`config.mk`:
```
export PLATFORM = sky130hd
export DESIGN_NAME = cfos_queue
export DESIGN_NICKNAME = d
export VERILOG_FILES = /design/src/rtl/core/cfos_pkg.sv /design/src/rtl/core/cfos_queue.sv
export SDC_FILE = /design/constraint.sdc
export NUM_CORES = 1
export LEC_CHECK = 0
export BUFFER_PORTS_ARGS = -buffer_cell sky130_fd_sc_hd__buf_2
export CORE_MARGIN = 3
export CORE_UTILIZATION = 61
export DETAILED_ROUTE_END_ITERATION = 8
export PLACE_DENSITY = 0.8
export SLEW_MARGIN = 20
export SYNTH_ARGS = -nofsm -noshare
export SYNTH_HDL_FRONTEND = slang
export SYNTH_SLANG_ARGS = --single-unit
```
`constraint.sdc`:
```
create_clock -name i_clk -period 7.4 [get_ports i_clk]
set_input_delay 0.74 -clock i_clk [delete_from_list [all_inputs] [get_ports i_clk]]
set_output_delay 0.74 -clock i_clk [all_outputs]
set_load 0.01 [all_outputs]
```
`src/rtl/core/cfos_pkg.sv`:
```
`default_nettype none
// ----------------------------------------------------------------------------
// cfos_pkg - shared types and constants of the curl stencil
// Widths, register codes, reset values and the record passed from the
// stencil front end to the scaling back end.
// ----------------------------------------------------------------------------
package cfos_pkg;

    // Grid geometry
    localparam int MAX_COLS    = 1024;
    localparam int GHOST_WIDTH = 2;
    localparam int LINES       = 2 * GHOST_WIDTH;
    localparam int SLOT_W      = $clog2(LINES);

    // Field and register widths
    localparam int SAMPLE_W  = 32;
    localparam int COLS_W    = 10;
    localparam int ROWS_W    = 16;
    localparam int SCALE_W   = 32;
    localparam int ROW_CNT_W = 17;

    // Difference arithmetic: 18 * 2^31 needs 36 magnitude bits plus a sign
    localparam int DIFF_W = 37;
    localparam int MAG_W  = 36;
    localparam int FRAC_W = 16;

    // Decoupling queue
    localparam int Q_DEPTH = 4;
    localparam int Q_CNT_W = $clog2(Q_DEPTH + 1);

    // Configuration port
    localparam int CFG_IDX_W  = 2;
    localparam int CFG_DATA_W = 32;

    typedef enum logic [CFG_IDX_W-1:0] {
        CFG_INTERIOR_COLS = 2'd0,
        CFG_INTERIOR_ROWS = 2'd1,
        CFG_SCALE_X       = 2'd2,
        CFG_SCALE_Y       = 2'd3
    } t_cfg_reg;

    localparam logic [COLS_W-1:0]  COLS_RST  = 10'd16;
    localparam logic [ROWS_W-1:0]  ROWS_RST  = 16'd16;
    localparam logic [SCALE_W-1:0] SCALE_RST = 32'h0001_0000;

    // Line store read taps, one per line slot
    typedef logic [LINES-1:0][SAMPLE_W-1:0] t_line_taps;

    // Differences of one interior point, front to back
    typedef struct packed {
        logic signed [DIFF_W-1:0] hor;
        logic signed [DIFF_W-1:0] vert;
        logic                     last;
    } t_diff_rec;

endpackage
`default_nettype wire

```
`src/rtl/core/cfos_queue.sv`:
```
`default_nettype none
// ----------------------------------------------------------------------------
// cfos_queue - short FIFO between stencil front end and scaling back end
// Holds difference records of interior points; reports its fill level so the
// front end can admit requests without a combinational path from the back.
// ----------------------------------------------------------------------------
module cfos_queue (
    input  wire logic                          i_clk,
    input  wire logic                          i_rst_n,
    input  wire logic                          i_push,
    input  wire cfos_pkg::t_diff_rec           i_rec,
    input  wire logic                          i_pop,
    output      logic                          o_valid,
    output      cfos_pkg::t_diff_rec           o_rec,
    output      logic [cfos_pkg::Q_CNT_W-1:0]  o_count
);

    localparam int PW = $clog2(cfos_pkg::Q_DEPTH);
    localparam int CW = cfos_pkg::Q_CNT_W;

    cfos_pkg::t_diff_rec r_mem [cfos_pkg::Q_DEPTH];
    logic [PW-1:0]       r_head, r_tail;
    logic [CW-1:0]       r_count;

    // Wrap a pointer at the queue depth
    function automatic logic [PW-1:0] ptr_next(input logic [PW-1:0] p);
        ptr_next = (p == PW'(cfos_pkg::Q_DEPTH - 1)) ? '0 : p + PW'(1);
    endfunction

    always_ff @(posedge i_clk) begin
        if (i_push) begin
            r_mem[r_tail] <= i_rec;
        end
    end

    // Track pointers and fill level
    always_ff @(posedge i_clk) begin
        if (!i_rst_n) begin
            r_head  <= '0;
            r_tail  <= '0;
            r_count <= '0;
        end else begin
            if (i_push) begin
                r_tail <= ptr_next(r_tail);
            end
            if (i_pop) begin
                r_head <= ptr_next(r_head);
            end
            if (i_push && !i_pop) begin
                r_count <= r_count + CW'(1);
            end else if (i_pop && !i_push) begin
                r_count <= r_count - CW'(1);
            end
        end
    end

    assign o_valid = r_count != '0;
    assign o_rec   = r_mem[r_head];
    assign o_count = r_count;

    a_fill_bound: assert property (@(posedge i_clk) disable iff (!i_rst_n)
        r_count <= CW'(cfos_pkg::Q_DEPTH))
        else $error("queue fill level beyond depth");

    a_push_room: assert property (@(posedge i_clk) disable iff (!i_rst_n)
        i_push |-> r_count < CW'(cfos_pkg::Q_DEPTH))
        else $error("push into a full queue");

    a_pop_data: assert property (@(posedge i_clk) disable iff (!i_rst_n)
        i_pop |-> r_count != '0)
        else $error("pop from an empty queue");

    a_fill_track: assert property (@(posedge i_clk) disable iff (!i_rst_n)
        (i_push && !i_pop) |=> r_count == $past(r_count) + CW'(1))
        else $error("fill level missed a push");

endmodule
`default_nettype wire

```
==> results.toml, run 1 <==
[outcome]
outcome = "completed"

[cts]
cts_inserted_buffers = 30
cts-hold-fix-buffers = 0
cts_repair_resize_count = 0
clk-insertion-delay-late_ns = 0.53
cts_tree = "built"
clock_sinks = 309
number_of_buffers_on_the_longest_clock_path = 3
worst_setup_hold_path_clk_slew_ns = 0.06
post_cts.repair.setup_buffers = 0
cts.root.buffer_cell = "clkbuf_16"
clock_tree.htree_level_count = 1

[routing]
drt_pre_antenna_iters = 5
maxUsedRoutingLayer = "met5"
mean_routed_wirelength_per_cell_um = 23.6
remaining_antenna_violation_count_after_routing = 0
via_density_per_instance = 5.94
drt-total-wl_mm = 20.4
count_of_routing_violations_after_the_opening_detailed_route_iteration = 358
detail_route.drc_violations = 0
wl_met2_mm = 10.3
dr_total_vias = 5146
wl_met1_mm = 7.87
wl_met3_mm = 1.79

[die]
floorplan.core_area_mm2 = 0.0180
die-area_mm2 = 0.0201
dieWidth_um = 142
chipHeight_um = 142
floorplan.initialDensity = 0.625
placementRows = 49
num_io_pins = 158

[sta]
finalSetupViolations = 0
final.period_utilization = 0.495
setup-tns-final_ns = 0
pins_over_their_slew_limit = 0
slew_headroom = 0.414
final_hold_slack_ns = 0.422
finalHoldViolCount = 0
layout_min_cycle_time_ns = 3.66
finalClockSkew_ns = 0.0105
worst-slew-pin-transition_ns = 0.880
grt_setup_unrepaired = "no"
max_clock_freq_ghz = 0.273

[setup_path]
worstPathMaxFanout = 45
timing.critical_path.arrival_ns = 2.92
timing.critical_path.from_type = "flop"
end_kind = "output pin"
critical_path_class = "reg -> out"
endpoint_required_time_on_the_critical_path_ns = 6.66

[pwr]
power_leakage_nw = 4.56
power_density_mw_per_mm2 = 294
power.ir.vdd_worst_uv = 304

[synth]
synth_fp_nets = 520
fraction_of_the_yosys_area_taken_by_sequential_cells = 0.815
netlist_top_cells_area = "edfxtp_1, mux4_2, dfxtp_1, ha_1, buf_6"
cell_accounting_for_the_most_synthesized_area = "edfxtp_1"
netlist_instances = 434
synth_seq_cells = 309
synth_top_area_share = 0.799
yosysWarnings = 0
synth_area_mm2 = 0.0113
yosysUniqueCellTypes = 22
syn_avg_cell_area_um2 = 26.0

[global_routing]
number_of_global_route_vias_before_repair = 5655
grt_max_degree = 76
global_route.overflow_total = 0
grt_pass1_wl_mm = 31.8
antenna_found_initial = 3
grtUsageTotal = 0.208

[final_layout]
layout.filler_cells = 1020
synthToLayoutAreaGrowth_pct = 18.6
final_layout_size_suffix_gt1_frac = 0.455
layout.nets = 699
antenna-diode-count = 0

[place]
placement.io_buffers = 157
globalplace.congestion = 0.718
place_hpwl_mm = 11.8

[worst_hold_path]
worst_hold_path_type = "in -> reg"

[flow_run]
drv.max_cap_violation_count = 0
state kept, by name (all words and copies together) (netlist names), named ones only:
name	count
o_count	3
r_tail	2
r_mem	300
r_head	2
placed cells by master (no fill, tap or decap), types with 2 or more instances in the layout:
cell	n
mux2i_1	3
dfxtp_1	7
clkinv_1	4
buf_4	5
bufinv_16	7
nor2b_1	4
dfxtp_4	2
inv_1	4
or3_1	2
and2_4	4
mux4_2	75
clkbuf_16	31
clkinv_2	7
clkbuf_1	6
edfxtp_1	300
nor3b_1	2
ha_1	6
buf_2	157
where the power goes:
part | total, W | switching, W | internal [W]
Combinational | 0.000300 | 0.000158 | 0.000142
Sequential | 0.00203 | 0.0000315 | 0.00200
Clock | 0.00161 | 0.000599 | 0.00101
worst max-delay path, cell delays in order (launching register included):
cell	delay, ns
dfxtp_4	0.76
buf_4	0.81
mux4_2	0.64
buf_2	0.16
final timing paths:
| path | slack, ns | from | cells after the start | endpoint |
|---|---|---|---|---|
| setup reg to reg | 5.25 | r_tail[0] | 4 | r_mem[0][70] |
| hold reg to reg | 0.56 | o_count[2] | 2 | o_count[2] |
| setup / recovery | 3.74 | flop | 3 | o_rec[62] |
| hold / removal | 0.42 | i_rec[27] | 1 | r_mem[0][27] |
layout make-up:
| cell class | count | area (um2) | share of cell area |
|---|---|---|---|
| Multi-Input combinational cell | 105 | 1950 | 0.146 |
| Clock inverter | 19 | 268 | 0.0200 |
| Clock buffer | 37 | 798 | 0.0597 |
| Tap cell | 229 | 287 | 0.0214 |
| Inverter | 4 | 15.0 | 0.00112 |
| Sequential cell | 309 | 9200 | 0.688 |
| Timing Repair Buffer | 163 | 851 | 0.0636 |
metal layers:
layer,up-vias,GRT usage
met5,-,0
met4,6,0.0525
met3,42,0.0586
met2,217,0.343
met1,2661,0.281
li1,2220,-
synth_stat cells:
master    number
nor2b_1        4
fa_1           1
ha_1           6
and2_1         5
buf_2          6
o21a_1         1
buf_4          2
mux4_2        75
clkbuf_1       2
a21oi_1        1
or3_1          2
xor2_1         1
inv_1          4
dfxtp_1        9
mux2i_1        3
edfxtp_1     300
nor3b_1        2
a21boi_0       1
xnor2_1        1
nor2_1         1
buf_6          6
o21ai_0        1
cell families after synthesis:
family,after synthesis,share of synthesized area
mux,78,0.153
fa+ha+maj,7,0.00844
compound gates,4,0.00222
flops,309,0.815
simple gates,14,0.00777
buf+inv,20,0.0120
xor+xnor,2,0.00155
metrics by stage:
stage,worst slack (ns),power (W),instance area (um2),std cells,util
4_1_cts,3.59,0.00397,13300,865,0.740
5_1_grt,3.42,0.00407,13400,866,0.742
2_1_floorplan,4.47,0.00224,11300,434,-
3_3_place_gp,4.14,0.00235,12300,809,0.681
3_5_place_dp,4.16,0.00237,12300,809,0.681
6_report,3.74,0.00393,13400,866,0.742
(Power assumes the default switching activity.)
==> run 2, diff against run 1 <==
- CORE_UTILIZATION: 61 -> 57
- PLACE_DENSITY: 0.8 -> 0.75
- clock period: 7.4 -> 3.73 ns (I/O delays scaled with it)
==> results.toml, run 2 (synthesis results as in run 1) <==
[outcome]
outcome = "completed"

[worst_hold_path]
worst_hold_path_type = "in -> reg"
hold_end = "r_mem[2][70]"
holdPathStages = 1
hold_start = "i_rec[70]"

[sta]
pins_over_their_slew_limit = 0
grt_setup_unrepaired = "no"
finalClockSkew_ns = 0.0122
slew_headroom = 0.603
finalSetupViolations = 0
final.period_utilization = 0.667
worst-slew-pin-transition_ns = 0.596
setup-tns-final_ns = 0
layout_min_cycle_time_ns = 2.49
finalHoldViolCount = 0
max_clock_freq_ghz = 0.402

[routing]
drt-total-wl_mm = 19.2
dr_total_vias = 5106
remaining_antenna_violation_count_after_routing = 0
via_density_per_instance = 5.67
count_of_routing_violations_after_the_opening_detailed_route_iteration = 277
drt_pre_antenna_iters = 5
mean_routed_wirelength_per_cell_um = 21.4
detail_route.drc_violations = 0

[place]
place_hpwl_mm = 11.5
placement.io_buffers = 157
globalplace.congestion = 0.714

[cts]
clock_sinks = 309
cts.root.buffer_cell = "clkbuf_16"
cts_tree = "built"
clock_tree.htree_level_count = 1
cts_inserted_buffers = 29
clk-insertion-delay-late_ns = 0.53
post_cts.repair.setup_buffers = 0
number_of_buffers_on_the_longest_clock_path = 3
cts_repair_resize_count = 0
worst_setup_hold_path_clk_slew_ns = 0.06
cts-hold-fix-buffers = 0

[final_layout]
largest_register = "r_mem"
area_of_the_multi_input_gates_mm2 = 0.00195
largest_register_ff_count = 300
final_cell_mix = "edfxtp_1, buf_2, mux4_2, clkbuf_16"
layout.nets = 701
footprint_of_the_flip_flops_and_latches_mm2 = 0.00920
layout.filler_cells = 1164
layout_commonest_cell = "edfxtp_1"
final_layout_size_suffix_gt1_frac = 0.458
synthToLayoutAreaGrowth_pct = 18.5

[die]
floorplan.core_area_mm2 = 0.0191
floorplan.initialDensity = 0.591
die-area_mm2 = 0.0215
num_io_pins = 158
chipHeight_um = 147
dieWidth_um = 147
placementRows = 50

[global_routing]
global_route.overflow_total = 0
antenna_found_initial = 1
grt_max_degree = 76
number_of_global_route_vias_before_repair = 5427
grt_pass1_wl_mm = 30.7
grtUsageTotal = 0.184

[pwr]
power_leakage_nw = 4.53
totalPowerFinal_w = 0.00743
power_density_mw_per_mm2 = 557
power.ir.vdd_worst_uv = 428

[setup_path]
worst-r2r-setup-slack_ns = 1.93
critical_path.reg2reg.startpoint = "r_tail[1]"
critical_path_class = "reg -> out"
end_kind = "output pin"
worstReg2RegEnd = "r_mem[1][3]"
worst-r2r-cell-count = 4
worstPathMaxFanout = 39
timing.critical_path.arrival_ns = 2.12
timing.critical_path.from_type = "flop"
endpoint_required_time_on_the_critical_path_ns = 3.36

[flow_run]
drv.max_cap_violation_count = 0
run 2: where the power goes:
group	total [W]	leakage, nW	internal [W]	switching, W
clock	0.00282	0.465	0.00166	0.00115
sequential	0.00401	2.83	0.00396	0.0000504
combinational	0.000609	1.23	0.000288	0.000321
run 2: worst max-delay path, stage by stage (launching register included):
cell and delay [ns]:
dfxtp_4 0.72, buf_12 0.31, mux4_2 0.35, buf_2 0.17
run 2: worst max path at each step:
stage                   to       from  slack (ns)
2_1_floorplan  r_mem[0][0]  r_tail[0]        0.99
3_3_place_gp     o_rec[28]       flop        1.61
3_5_place_dp     o_rec[20]       flop        1.61
4_1_cts          o_rec[20]       flop        1.04
5_1_grt          o_rec[20]       flop        1.11
6_report         o_rec[70]       flop        1.24
run 2: per-stage QoR:
step / util / instances / hold slack [ns] / worst slack [ns] / instance area, um2
after floorplan: - / 434 / 0.472 / 0.987 / 11300
after CTS: 0.699 / 897 / 0.0302 / 1.04 / 13300
after detailed placement: 0.649 / 843 / 0.523 / 1.61 / 12400
after global routing: 0.700 / 898 / 0.0274 / 1.11 / 13300
after global placement: 0.646 / 841 / 0.483 / 1.61 / 12300
final: 0.700 / 900 / 0.0530 / 1.24 / 13400
run 2: metal layers:
layer	vias up	GRT usage	part of all wire
met3	29	0.0416	0.064
met2	165	0.301	0.50
met5	-	0	0.00057
li1	2227	-	-
met1	2683	0.264	0.42
met4	2	0.0367	0.014
run 2: final cells by class:
cell class,count,area share
Antenna cell,2,0.000375
Clock buffer,40,0.0612
Clock inverter,14,0.00918
Inverter,4,0.00112
Multi-Input combinational cell,105,0.146
Sequential cell,309,0.689
Tap cell,260,0.0244
Timing Repair Buffer,166,0.0688
